<file path="src/design/wic_pkg.sv">
// Package for the wake-on-input controller.
// Holds the item, result and configuration types, the event codes and the wrapping time compare.
// No dependencies.
package wic_pkg;

  localparam int NUM_SOURCES_DEF = 8;
  localparam int CFG_ADDR_W      = 4;
  localparam int CFG_DATA_W      = 32;
  localparam int TIME_W          = 32;
  localparam int CFG_VAL_W       = 16;

  localparam logic [CFG_VAL_W-1:0] DEBOUNCE_RST = 16'd750;
  localparam logic [CFG_VAL_W-1:0] GRACE_RST    = 16'd2000;
  localparam logic [CFG_VAL_W-1:0] RETRY_RST    = 16'd500;

  localparam logic [1:0] REG_DEBOUNCE = 2'd0;
  localparam logic [1:0] REG_GRACE    = 2'd1;
  localparam logic [1:0] REG_RETRY    = 2'd2;

  localparam logic [2:0] MODE_REPORT   = 3'd0;
  localparam logic [2:0] MODE_USB      = 3'd1;
  localparam logic [2:0] MODE_TICK     = 3'd2;
  localparam logic [2:0] MODE_FORGET   = 3'd3;
  localparam logic [2:0] MODE_SUPPRESS = 3'd4;

  typedef struct packed {
    logic [2:0]        mode;
    logic [2:0]        source;
    logic              any_pressed;
    logic [TIME_W-1:0] now_ms;
    logic              host_mounted;
    logic              host_suspended;
    logic              suppress;
    logic              personality_ok;
    logic              advert_busy;
    logic              radio_accepts;
  } item_t;

  typedef struct packed {
    logic wake_attempt;
    logic wake_started;
    logic armed;
    logic input_pending;
    logic host_active;
  } result_t;

  typedef struct packed {
    logic [CFG_VAL_W-1:0] inactive_debounce_ms;
    logic [CFG_VAL_W-1:0] boot_grace_ms;
    logic [CFG_VAL_W-1:0] retry_interval_ms;
  } cfg_t;

  // a lies before b, modulo 2^32
  function automatic logic time_before(input logic [TIME_W-1:0] a, input logic [TIME_W-1:0] b);
    logic [TIME_W-1:0] diff;
    diff = a - b;
    return diff[TIME_W-1];
  endfunction

endpackage

</file>
<file path="src/design/wic_cfg.sv">
// Configuration register file of the wake-on-input controller, APB-style port.
// Depends on wic_pkg.
module wic_cfg (
  input  logic                            clk,
  input  logic                            rst,
  input  logic                            psel,
  input  logic                            penable,
  input  logic                            pwrite,
  input  logic [wic_pkg::CFG_ADDR_W-1:0]  paddr,
  input  logic [wic_pkg::CFG_DATA_W-1:0]  pwdata,
  output logic [wic_pkg::CFG_DATA_W-1:0]  prdata,
  output wic_pkg::cfg_t                   cfg
);
  import wic_pkg::*;

  logic [1:0] reg_idx;
  logic       wr;

  assign reg_idx = paddr[3:2];
  assign wr      = psel && penable && pwrite;

  always_ff @(posedge clk) begin
    if (rst) begin
      cfg.inactive_debounce_ms <= DEBOUNCE_RST;
      cfg.boot_grace_ms        <= GRACE_RST;
      cfg.retry_interval_ms    <= RETRY_RST;
    end else if (wr) begin
      case (reg_idx)
        REG_DEBOUNCE: cfg.inactive_debounce_ms <= pwdata[CFG_VAL_W-1:0];
        REG_GRACE:    cfg.boot_grace_ms        <= pwdata[CFG_VAL_W-1:0];
        REG_RETRY:    cfg.retry_interval_ms    <= pwdata[CFG_VAL_W-1:0];
        default: ;
      endcase
    end
  end

  always_comb begin
    case (reg_idx)
      REG_DEBOUNCE: prdata = CFG_DATA_W'(cfg.inactive_debounce_ms);
      REG_GRACE:    prdata = CFG_DATA_W'(cfg.boot_grace_ms);
      REG_RETRY:    prdata = CFG_DATA_W'(cfg.retry_interval_ms);
      default:      prdata = '0;
    endcase
  end

endmodule

</file>
<file path="src/design/wic_core.sv">
// Controller state and the single-pass next-state logic for one event item.
// Depends on wic_pkg.
module wic_core #(
  parameter int NUM_SOURCES = wic_pkg::NUM_SOURCES_DEF
) (
  input  logic              clk,
  input  logic              rst,
  input  logic              step,
  input  wic_pkg::item_t    item,
  input  wic_pkg::cfg_t     cfg,
  output wic_pkg::result_t  res
);
  import wic_pkg::*;

  localparam int SRC_W = (NUM_SOURCES > 1) ? $clog2(NUM_SOURCES) : 1;

  logic [NUM_SOURCES-1:0] held_active, held_active_next;
  logic [NUM_SOURCES-1:0] baselined, baselined_next;
  logic                   press_pending, press_pending_next;
  logic [SRC_W-1:0]       pending_source, pending_source_next;
  logic [TIME_W-1:0]      press_time, press_time_next;
  logic                   wake_armed, wake_armed_next;
  logic                   wake_sent, wake_sent_next;
  logic                   boot_seen, boot_seen_next;
  logic [TIME_W-1:0]      boot_time, boot_time_next;
  logic [TIME_W-1:0]      retry_time, retry_time_next;
  logic                   usb_mounted, usb_mounted_next;
  logic                   usb_suspended, usb_suspended_next;
  logic [TIME_W-1:0]      usb_change_time, usb_change_time_next;
  logic                   input_suppressed, input_suppressed_next;

  logic [SRC_W-1:0]  src;
  logic [TIME_W-1:0] boot_base, since, accept_at, boot_at, accept_eff;
  logic              pend_eff, attempt, started;

  assign src = (32'(item.source) < 32'(NUM_SOURCES)) ? SRC_W'(item.source) : '0;

  always_comb begin
    held_active_next      = held_active;
    baselined_next        = baselined;
    press_pending_next    = press_pending;
    pending_source_next   = pending_source;
    press_time_next       = press_time;
    wake_armed_next       = wake_armed;
    wake_sent_next        = wake_sent;
    boot_seen_next        = boot_seen;
    boot_time_next        = boot_time;
    retry_time_next       = retry_time;
    usb_mounted_next      = usb_mounted;
    usb_suspended_next    = usb_suspended;
    usb_change_time_next  = usb_change_time;
    input_suppressed_next = input_suppressed;
    attempt               = 1'b0;
    started               = 1'b0;

    boot_base  = boot_seen ? boot_time : item.now_ms;
    since      = (usb_change_time != '0) ? usb_change_time : boot_base;
    accept_at  = since + TIME_W'(cfg.inactive_debounce_ms);
    boot_at    = boot_base + TIME_W'(cfg.boot_grace_ms);
    accept_eff = time_before(accept_at, boot_at) ? boot_at : accept_at;
    pend_eff   = press_pending;

    case (item.mode)
      MODE_REPORT: begin
        if (!input_suppressed) begin
          if (!baselined[src]) begin
            held_active_next[src] = item.any_pressed;
            if (!item.any_pressed) baselined_next[src] = 1'b1;
          end else begin
            if (item.any_pressed && !held_active[src]) begin
              press_time_next     = item.now_ms;
              pending_source_next = src;
              press_pending_next  = 1'b1;
            end
            held_active_next[src] = item.any_pressed;
          end
        end
      end
      MODE_USB: begin
        if (item.host_mounted != usb_mounted || item.host_suspended != usb_suspended) begin
          usb_mounted_next     = item.host_mounted;
          usb_suspended_next   = item.host_suspended;
          usb_change_time_next = item.now_ms;
        end
      end
      MODE_TICK: begin
        boot_seen_next = 1'b1;
        boot_time_next = boot_base;
        if (!item.personality_ok || (!input_suppressed && usb_mounted && !usb_suspended)) begin
          wake_armed_next    = 1'b0;
          wake_sent_next     = 1'b0;
          press_pending_next = 1'b0;
          retry_time_next    = '0;
        end else if (input_suppressed) begin
          press_pending_next = 1'b0;
          retry_time_next    = '0;
        end else if (!time_before(item.now_ms, boot_at) &&
                     !time_before(item.now_ms, accept_at)) begin
          if (!wake_armed) begin
            wake_armed_next = 1'b1;
            if (press_pending && time_before(press_time, accept_eff)) pend_eff = 1'b0;
          end
          press_pending_next = pend_eff;
          if (pend_eff && !(retry_time != '0 && time_before(item.now_ms, retry_time))
              && !(wake_sent && item.advert_busy)) begin
            wake_sent_next = 1'b0;
            attempt        = 1'b1;
            if (item.radio_accepts) begin
              started            = 1'b1;
              wake_sent_next     = 1'b1;
              press_pending_next = 1'b0;
              retry_time_next    = '0;
            end else begin
              retry_time_next = item.now_ms + TIME_W'(cfg.retry_interval_ms);
            end
          end
        end
      end
      MODE_FORGET: begin
        if (press_pending && pending_source == src) begin
          press_pending_next = 1'b0;
          retry_time_next    = '0;
        end
        held_active_next[src] = 1'b0;
        baselined_next[src]   = 1'b0;
      end
      MODE_SUPPRESS: begin
        input_suppressed_next = item.suppress;
        if (item.suppress) begin
          press_pending_next = 1'b0;
          retry_time_next    = '0;
        end
      end
      default: ;
    endcase

    res.wake_attempt  = attempt;
    res.wake_started  = started;
    res.armed         = wake_armed_next;
    res.input_pending = press_pending_next;
    res.host_active   = usb_mounted_next && !usb_suspended_next;
  end

  always_ff @(posedge clk) begin
    if (rst) begin
      held_active      <= '0;
      baselined        <= '0;
      press_pending    <= 1'b0;
      pending_source   <= '0;
      press_time       <= '0;
      wake_armed       <= 1'b0;
      wake_sent        <= 1'b0;
      boot_seen        <= 1'b0;
      boot_time        <= '0;
      retry_time       <= '0;
      usb_mounted      <= 1'b0;
      usb_suspended    <= 1'b0;
      usb_change_time  <= '0;
      input_suppressed <= 1'b0;
    end else if (step) begin
      held_active      <= held_active_next;
      baselined        <= baselined_next;
      press_pending    <= press_pending_next;
      pending_source   <= pending_source_next;
      press_time       <= press_time_next;
      wake_armed       <= wake_armed_next;
      wake_sent        <= wake_sent_next;
      boot_seen        <= boot_seen_next;
      boot_time        <= boot_time_next;
      retry_time       <= retry_time_next;
      usb_mounted      <= usb_mounted_next;
      usb_suspended    <= usb_suspended_next;
      usb_change_time  <= usb_change_time_next;
      input_suppressed <= input_suppressed_next;
    end
  end

endmodule

</file>
<file path="src/design/wake_on_input_controller_unit.sv">
// Wake-on-input controller top level: input register, controller core, result register.
// Path: input register, core, result register. Throughput: one item per cycle unless out_ready stalls.
// The input stage takes a new item while a result waits, as long as the result register drains.
// Reset (rst, synchronous): clears all controller state and both valid flags,
// and loads the configuration registers with their defaults. Depends on wic_pkg, wic_cfg, wic_core.
module wake_on_input_controller_unit #(
  parameter int NUM_SOURCES = wic_pkg::NUM_SOURCES_DEF
) (
  input  logic                            clk,
  input  logic                            rst,
  input  logic                            psel,
  input  logic                            penable,
  input  logic                            pwrite,
  input  logic [wic_pkg::CFG_ADDR_W-1:0]  paddr,
  input  logic [wic_pkg::CFG_DATA_W-1:0]  pwdata,
  output logic [wic_pkg::CFG_DATA_W-1:0]  prdata,
  output logic                            pready,
  input  logic                            in_valid,
  output logic                            in_ready,
  input  logic [2:0]                      mode,
  input  logic [2:0]                      source,
  input  logic                            any_pressed,
  input  logic [wic_pkg::TIME_W-1:0]      now_ms,
  input  logic                            host_mounted,
  input  logic                            host_suspended,
  input  logic                            suppress,
  input  logic                            personality_ok,
  input  logic                            advert_busy,
  input  logic                            radio_accepts,
  output logic                            out_valid,
  input  logic                            out_ready,
  output logic                            wake_attempt,
  output logic                            wake_started,
  output logic                            armed,
  output logic                            input_pending,
  output logic                            host_active
);
  import wic_pkg::*;

  cfg_t    cfg;
  item_t   item;
  logic    item_valid;
  logic    step;
  result_t res, result;

  assign pready = 1'b1;

  wic_cfg u_cfg (
    .clk     (clk),
    .rst     (rst),
    .psel    (psel),
    .penable (penable),
    .pwrite  (pwrite),
    .paddr   (paddr),
    .pwdata  (pwdata),
    .prdata  (prdata),
    .cfg     (cfg)
  );

  assign step     = item_valid && (!out_valid || out_ready);
  assign in_ready = !item_valid || step;

  always_ff @(posedge clk) begin
    if (rst) begin
      item_valid <= 1'b0;
    end else if (in_ready) begin
      item_valid <= in_valid;
    end
  end

  always_ff @(posedge clk) begin
    if (in_valid && in_ready) begin
      item.mode           <= mode;
      item.source         <= source;
      item.any_pressed    <= any_pressed;
      item.now_ms         <= now_ms;
      item.host_mounted   <= host_mounted;
      item.host_suspended <= host_suspended;
      item.suppress       <= suppress;
      item.personality_ok <= personality_ok;
      item.advert_busy    <= advert_busy;
      item.radio_accepts  <= radio_accepts;
    end
  end

  wic_core #(
    .NUM_SOURCES (NUM_SOURCES)
  ) u_core (
    .clk  (clk),
    .rst  (rst),
    .step (step),
    .item (item),
    .cfg  (cfg),
    .res  (res)
  );

  always_ff @(posedge clk) begin
    if (rst) begin
      out_valid <= 1'b0;
    end else if (step) begin
      out_valid <= 1'b1;
    end else if (out_ready) begin
      out_valid <= 1'b0;
    end
  end

  always_ff @(posedge clk) begin
    if (step) begin
      result <= res;
    end
  end

  assign wake_attempt  = result.wake_attempt;
  assign wake_started  = result.wake_started;
  assign armed         = result.armed;
  assign input_pending = result.input_pending;
  assign host_active   = result.host_active;

`ifndef NO_ASSERTIONS
  a_started_needs_attempt: assert property (@(posedge clk) disable iff (rst)
    out_valid |-> (!wake_started || wake_attempt))
    else $error("wake started without an attempt");

  a_started_clears_pending: assert property (@(posedge clk) disable iff (rst)
    (out_valid && wake_started) |-> !input_pending)
    else $error("press still pending after a started wake");

  a_stall_only_on_backpressure: assert property (@(posedge clk) disable iff (rst)
    !in_ready |-> (out_valid && !out_ready))
    else $error("input stalled without output backpressure");

  a_reset_clears_output: assert property (@(posedge clk)
    rst |=> !out_valid)
    else $error("result valid straight after reset");
`endif

endmodule

</file>
<file path="config.mk">
export PLATFORM = sky130hd
export DESIGN_NAME = wake_on_input_controller_unit
export DESIGN_NICKNAME = d
export VERILOG_FILES = /design/src/design/wic_pkg.sv /design/src/design/wic_cfg.sv /design/src/design/wic_core.sv /design/src/design/wake_on_input_controller_unit.sv
export SDC_FILE = /design/constraint.sdc
export NUM_CORES = 1
export LEC_CHECK = 0
export ABC_AREA = 1
export BUFFER_PORTS_ARGS = -buffer_cell sky130_fd_sc_hd__buf_2
export CORE_MARGIN = 2
export CORE_UTILIZATION = 50
export CTS_CLUSTER_SIZE = 25
export DETAILED_ROUTE_END_ITERATION = 8
export PLACE_DENSITY = 0.7
export SETUP_SLACK_MARGIN = 0.5
export SLEW_MARGIN = 25
export SYNTH_ARGS = -nofsm -noshare
export SYNTH_HDL_FRONTEND = slang
export SYNTH_HIERARCHICAL = 1
export SYNTH_SLANG_ARGS = --single-unit
</file>
<file path="constraint.sdc">
create_clock -name clk -period 14.55 [get_ports clk]
set_clock_uncertainty 0.1 [all_clocks]
set_input_delay 0 -clock clk [delete_from_list [all_inputs] [get_ports clk]]
set_output_delay 0 -clock clk [all_outputs]
set_load 0.05 [all_outputs]
</file>
== After elaboration in Yosys (flattened, before gate mapping) ==
Cells that the tools add are included.
Storage, ports and cells
  input bits: 88
  word-level logic and storage cells: 180
  flip-flop bits (word level): 254
  output and inout port bits: 40
Operators by class
  reductions and logical operators: 53
  mux-type cells: 58
  magnitude comparators: 2
  add/subtract/negate cells: 8
  bitwise logic cells: 8
  equality and inequality tests: 17
Operator list (count)
  $mux 32: 10
  $sub 32x32->32: 5
  $add 32x16->32: 3
  $pmux 32 s3: 1
  $reduce_bool 32->1: 2
  $pmux 16 s3: 1
  $mux 1: 35
  $mux 8: 4
  $pmux 8 s2: 2
  $and 8x8->8: 2
  $logic_and 1x1->1: 16
  $reduce_and 5->1: 3
  $logic_not 1->1: 11
  $ne 2x2->1 const B: 5
  $reduce_and 2->1: 5
  $bwmux 8: 1
  $ne 4x1->1 const B: 2
  $not 8->8: 1
  $or 8x8->8: 1
  $reduce_bool 2->1: 4
  $bmux 1 s3: 2
  $eq 3x2->1 const B: 2
  $reduce_and 3->1: 2
  $reduce_and 6->1: 1
  other kinds (18): 25

== Longest topological paths before layout ==
  depth in word-level cells: 20
  mapped depth: 69

== Modules after synthesis ==
The synthesis kept the hierarchy.
Modules (own cells, without submodules)
  wic_core: cells each 2037, instances 1, area each 13655.6 µm²
  wic_cfg: cells each 352, instances 1, area each 2326.0 µm²
  wake_on_input_controller_unit: cells each 64, instances 1, area each 1604.0 µm²

== Least setup slack after synthesis ==
Ideal clock, no wire load.
  kind: reg2reg
  from: register u_core.boot_seen
  to: register u_core.retry_time[19]
  library setup time: 0.126 ns
  slack: 6.890 ns
  period minus slack after synthesis: 7.660 ns
  cell stages (with the launch flop): 58
  data arrival time: 7.434 ns
  path through: dfxtp_1 > buf_6 > buf_6 > clkbuf_1 > buf_1 > nand2_1 > nand2_1 > fa_1 > nand3_1 > nand2_1 > a21oi_1 > o21ai_1 > nand2_1 > nand2_1 > a21oi_1 > o21ai_1 > a21oi_1 > o21ai_1 > [... 22 more ...] > nand2_1 > o21ai_0 > ha_1 > a21oi_1 > nor2_1 > a211oi_1 > o221a_2 > nand2_1 > nand2_1 > nand3_1 > nand3_2 > nand2_2 > nand2_2 > nand2_4 > inv_2 > buf_6 > buf_12 > a21oi_4
On the way
  cells in the longest elaborated chain, start to end: 17
  elaborated cells between the ends (all ways): 24
  those cells by class: add/sub (6); eq/ne (2); mux (9); reduce/logical (7)
RTL lines
  from (decl): RTL line wic_core.sv:24  | logic boot_seen, boot_seen_next;
  from (signal assigned): RTL line wic_core.sv:168  | boot_seen <= boot_seen_next;
  $mux 32 *: RTL line wic_core.sv:56  | boot_base = boot_seen ? boot_time : item.now_ms;
  net u_core.boot_base[1]: RTL line wic_core.sv:33  | logic [TIME_W-1:0] boot_base, since, accept_at, boot_at, accept_eff;
  $mux 32: RTL line wic_core.sv:57  | since = (usb_change_time != '0) ? usb_change_time : boot_base;
  $add 32x16->32: RTL line wic_core.sv:58  | accept_at = since + TIME_W'(cfg.inactive_debounce_ms);
  $sub 32x32->32: RTL line wic_pkg.sv:56  | diff = a - b;
  $mux 32: RTL line wic_core.sv:60  | accept_eff = time_before(accept_at, boot_at) ? boot_at : accept_at;
  $sub 32x32->32: RTL line wic_pkg.sv:56
  $logic_and 1x1->1: RTL line wic_core.sv:101  | if (press_pending && time_before(press_time, accept_eff)) pend_eff = 1'b0;
  [... 2 more ...]
  $mux 1: RTL line wic_core.sv:97  | end else if (!time_before(item.now_ms, boot_at) &&
  $mux 1: RTL line wic_core.sv:94  | end else if (input_suppressed) begin
  $mux 1: RTL line wic_core.sv:89  | if (!item.personality_ok || (!input_suppressed && usb_mounted && !usb_suspended)) begin
  $mux 1: RTL line wic_core.sv:63  | case (item.mode)
  $logic_and 1x1->1: RTL line wic_core.sv:104  | if (pend_eff && !(retry_time != '0 && time_before(item.now_ms, retry_time))
  $logic_and 1x1->1: RTL line wic_core.sv:105  | && !(wake_sent && item.advert_busy)) begin
  $ne 4x1->1 (no line)
  $reduce_and 6->1 (no line) *
  to (signal assigned): RTL line wic_core.sv:170  | retry_time <= retry_time_next;
  to (decl): RTL line wic_core.sv:26  | logic [TIME_W-1:0] retry_time, retry_time_next;
The timed path passes the listed nets; every way through them passes the cells marked *. The select of a mux whose other input is x is not followed.
A chain may end at the register's enable or synchronous reset.

== Worst setup path after layout ==
  from: register u_core.usb_change_time[10]
  to: register u_core.retry_time[27]
On the way
  cells in the longest elaborated chain, start to end: 17
  elaborated cells between the ends (all ways): 21
  those cells by class: add/sub (4); eq/ne (2); mux (8); reduce/logical (7)
RTL lines
  from (decl): RTL line wic_core.sv:29  | logic [TIME_W-1:0] usb_change_time, usb_change_time_next;
  from (signal assigned): RTL line wic_core.sv:173  | usb_change_time <= usb_change_time_next;
  $reduce_bool 32->1: RTL line wic_core.sv:57
  $mux 32 *: RTL line wic_core.sv:57
  $add 32x16->32 *: RTL line wic_core.sv:58
  $sub 32x32->32: RTL line wic_pkg.sv:56
  $mux 32: RTL line wic_core.sv:60
  $sub 32x32->32: RTL line wic_pkg.sv:56
  $logic_and 1x1->1: RTL line wic_core.sv:101
  $mux 1: RTL line wic_core.sv:101
  $mux 1: RTL line wic_core.sv:99  | if (!wake_armed) begin
  $mux 1: RTL line wic_core.sv:97
  $mux 1: RTL line wic_core.sv:94
  $mux 1: RTL line wic_core.sv:89
  $mux 1: RTL line wic_core.sv:63
  $logic_and 1x1->1: RTL line wic_core.sv:104
  $logic_and 1x1->1: RTL line wic_core.sv:105
  $ne 4x1->1 (no line)
  $reduce_and 6->1 (no line) *
Mark *: on every way between the ends. The rest lies on a longest branch, timed or not. The select of a mux whose other input is x is not followed.

==> run_results.csv <==
group,metric,value,unit
synthesis,yosysUniqueCellTypes,61,
timing,fin_hold_ws,20.3,ps
grt,busiest_layer,"met2",
worst_setup_path,worst_ep_arrival_time,10860,ps
grt,met3_usage,4.19,%
cells_and_area,layout_commonest_cell,"nand2_1",
die,die_h,192,um
pwr,total_power,2.25,mW
worst_setup_path,critPathKind,"reg2reg",
clocking,cts_tree,"done",
worst_setup_path,cp_max_fo,58,
drt,remaining_drc_errors,0,
die,rows,68,
synthesis,ys_warn_count,6,
drt,via_per_inst,5.54,
grt,grt_overflow_total,0,
clocking,cts_root_buffer,"clkbuf_16",
die,coreArea,34600,sq um
timing,final.period_utilization,72.1,%
drt,num_vias,17000,
die,die-area,36700,sq um
clocking,htree_levels,1,
pwr,p_leak,9.01,nW
drt,wire_per_inst,16.7,um
place,place.gp.congestion,0.928,
cells_and_area,area_growth,14.8,%
min_path,hp-class,"in2reg",
synthesis,synthTopCellsByArea,"dfxtp_1, ha_1, nand2_1",
die,io_pins,128,
worst_setup_path,timing.rr.start,"u_core/usb_change_time[10]",
timing,worstMarginPinSlew,985,ps
synthesis,synth_sequential_area_ratio,31.8,%
worst_setup_path,cpMostUsedCell,"nand2_1",
place,dp.cells,2928,
clocking,clock_latency,580,ps
synthesis,async_flop_share,0,%
grt,grt_use_total,27.9,%
drt,drtIter0Drc,1448,
grt,use_met2,44.9,%
worst_setup_path,crit_path_end_kind,"flip-flop",
clocking,cts.path.max_buffers,3,
drt,dr.pass1.iters,7,
drt,drtAntennaViolNets,0,
worst_setup_path,rr_worst_depth,59,
synthesis,synth_top_cell_by_area,"dfxtp_1",
flow_run,maxCapViolations,0,
clocking,cts_buffers,30,
worst_setup_path,path_buf_inv,6,
timing,slew_headroom,34.3,%
worst_setup_path,start_kind,"flip-flop",
grt,grt_max_degree,81,
synthesis,ys_ff_latch,254,
grt,grt_first_pass_wirelength,81700,um
place,portBuffers,92,
timing,final_hold_viol_count,0,
cells_and_area,final_cell_mix,"nand2_1, inv_1, a21oi_1, nor2_1, dfxtp_1",
place,hpwl,37000,um
cells_and_area,layout.cells.non_filler,3069,
min_path,min_from,"now_ms[17]",
timing,setup_violations,0,
worst_setup_path,cp_top_family,"simple AND/OR/NAND/NOR gates",
worst_setup_path,r2r-end,"u_core/retry_time[27]",
clocking,cts_sinks,254,
timing,fin_tns_setup,0,ps
timing,grt_setup_unrepaired,"false",
pwr,power.density,111,nW/um^2
synthesis,syn-cell-area,17600,sq um
synthesis,synthFlopType,"dfxtp_1",
synthesis,synth_edf_count,50,
worst_setup_path,cp_slowest_cell,"inv_2",
min_path,whs_endpoint,"item[23]",
synthesis,synth_top_area_share,23.2,%
pwr,vdd_drop_max,0.0980,mV
worst_setup_path,cpPeakStageDelay,780,ps
timing,slew_viol_final,0,
synthesis,syn_inst,2453,
synthesis,avgSynthCellArea,7.17,sq um
drt,routed_wl,51200,um
die,die_w,192,um
die,initial_core_util,50.8,%
min_path,holdPathStages,2,
grt,antenna_found_initial,0,
clocking,cts_setup_buffers,0,
grt,first_global_vias,16100,
clocking,clk_pin_slew,60,ps
grt,grtUsageMet1,38.2,%
run_status,status,"completed",
worst_setup_path,rrSetupSlack,4060,ps
worst_setup_path,required,14920,ps
cells_and_area,final_nets,2880,
timing,fin_crit,10490,ps
cells_and_area,drive_gt1_share,8.42,%
timing,fmax,95.3,MHz
worst max-delay path by stage:
| stage | start | endpoint | slack (ps) | cells after the start |
|---|---|---|---|---|
| 2_1_floorplan | u_core/boot_seen | u_core/retry_time[19] | 6890 | 57 |
| 3_3_place_gp | u_core/usb_change_time[10] | u_core/retry_time[30] | 4400 | 59 |
| 3_5_place_dp | u_core/usb_change_time[10] | u_core/retry_time[27] | 4270 | 59 |
| 4_1_cts | u_core/usb_change_time[10] | u_core/retry_time[27] | 4220 | 59 |
| 5_1_grt | u_core/usb_change_time[10] | u_core/retry_time[27] | 3210 | 59 |
| 6_report | u_core/usb_change_time[10] | u_core/retry_time[27] | 4060 | 59 |
synthesized netlist by cell type (4+ instances only):
cell type / instances
inv_1: 245
a21oi_4: 10
xnor2_1: 22
o211ai_1: 6
o21ai_0: 170
o22ai_1: 4
or2_2: 4
nand3_1: 117
nand4_1: 30
a31oi_1: 20
nand2_1: 612
o221ai_1: 8
nor3_1: 37
nor2_4: 5
buf_4: 24
xor2_1: 47
nor4_1: 12
a211oi_1: 12
buf_2: 12
edfxtp_1: 50
nand2_2: 8
buf_1: 4
a21oi_1: 235
o21ai_1: 13
nor2_1: 214
dfxtp_1: 204
inv_2: 7
ha_1: 198
nor2_2: 5
a21boi_0: 8
buf_6: 8
clkbuf_1: 52
o21ai_2: 7
cell type report:
type | instances | area (sq um)
clock inverter | 12 | 145
multi-input combinational | 1860 | 10600
antenna | 1 | 2.50
clock buffer | 42 | 930
tap | 455 | 569
sequential | 254 | 5590
inverter | 253 | 951
timing repair buffer | 192 | 1430
fill | 3145 | 14400
power breakdown:
part	total, mW	internal, mW	switching (mW)
clock	0.810	0.496	0.314
sequential	0.769	0.740	0.0298
combinational	0.666	0.235	0.431
cells by family after synthesis:
family          share of synthesized area, %
buf+inv                                 8.59
fa+ha+maj                               14.4
other cells                           0.0427
compound gates                          16.6
simple gates                            25.1
flops                                   31.8
xor+xnor                                3.44
state kept, by name (all words and copies together), names as in the netlist, named ones only:
signal	count
armed	1
host_active	1
input_pending	1
item	45
item_valid	1
out_valid	1
u_cfg/cfg	48
u_core/boot_seen	1
u_core/boot_time	32
u_core/held_active	8
u_core/input_suppressed	1
u_core/pending_source	3
u_core/press_pending	1
u_core/press_time	32
u_core/retry_time	32
u_core/usb_change_time	32
u_core/usb_mounted	1
u_core/usb_suspended	1
u_core/wake_armed	1
u_core/wake_sent	1
wake_attempt	1
wake_started	1
timing repair:
action / 4_1_cts / 5_1_grt
hold buffers: 86 / 0
endpoints found under the hold margin: 132 / 0
gates resized for setup: 0 / 0
layer usage:
| layer | vias up | share of wire [%] |
|---|---|---|
| met1 | 7828 | 45 |
| met2 | 604 | 45 |
| met4 | 0 | 2.7 |
| met3 | 104 | 7.4 |
| li1 | 8461 | - |
| met5 | - | 0 |
stage by stage:
step	worst slack [ps]	util [%]	instance area (sq um)
final	4060	58.3	20200
after detailed placement	4270	52.7	18200
after floorplan	6890	-	17600
after CTS	4220	58.3	20200
after global routing	3210	58.3	20200
after global placement	4400	52.7	18200
(Power assumes the default switching activity.)
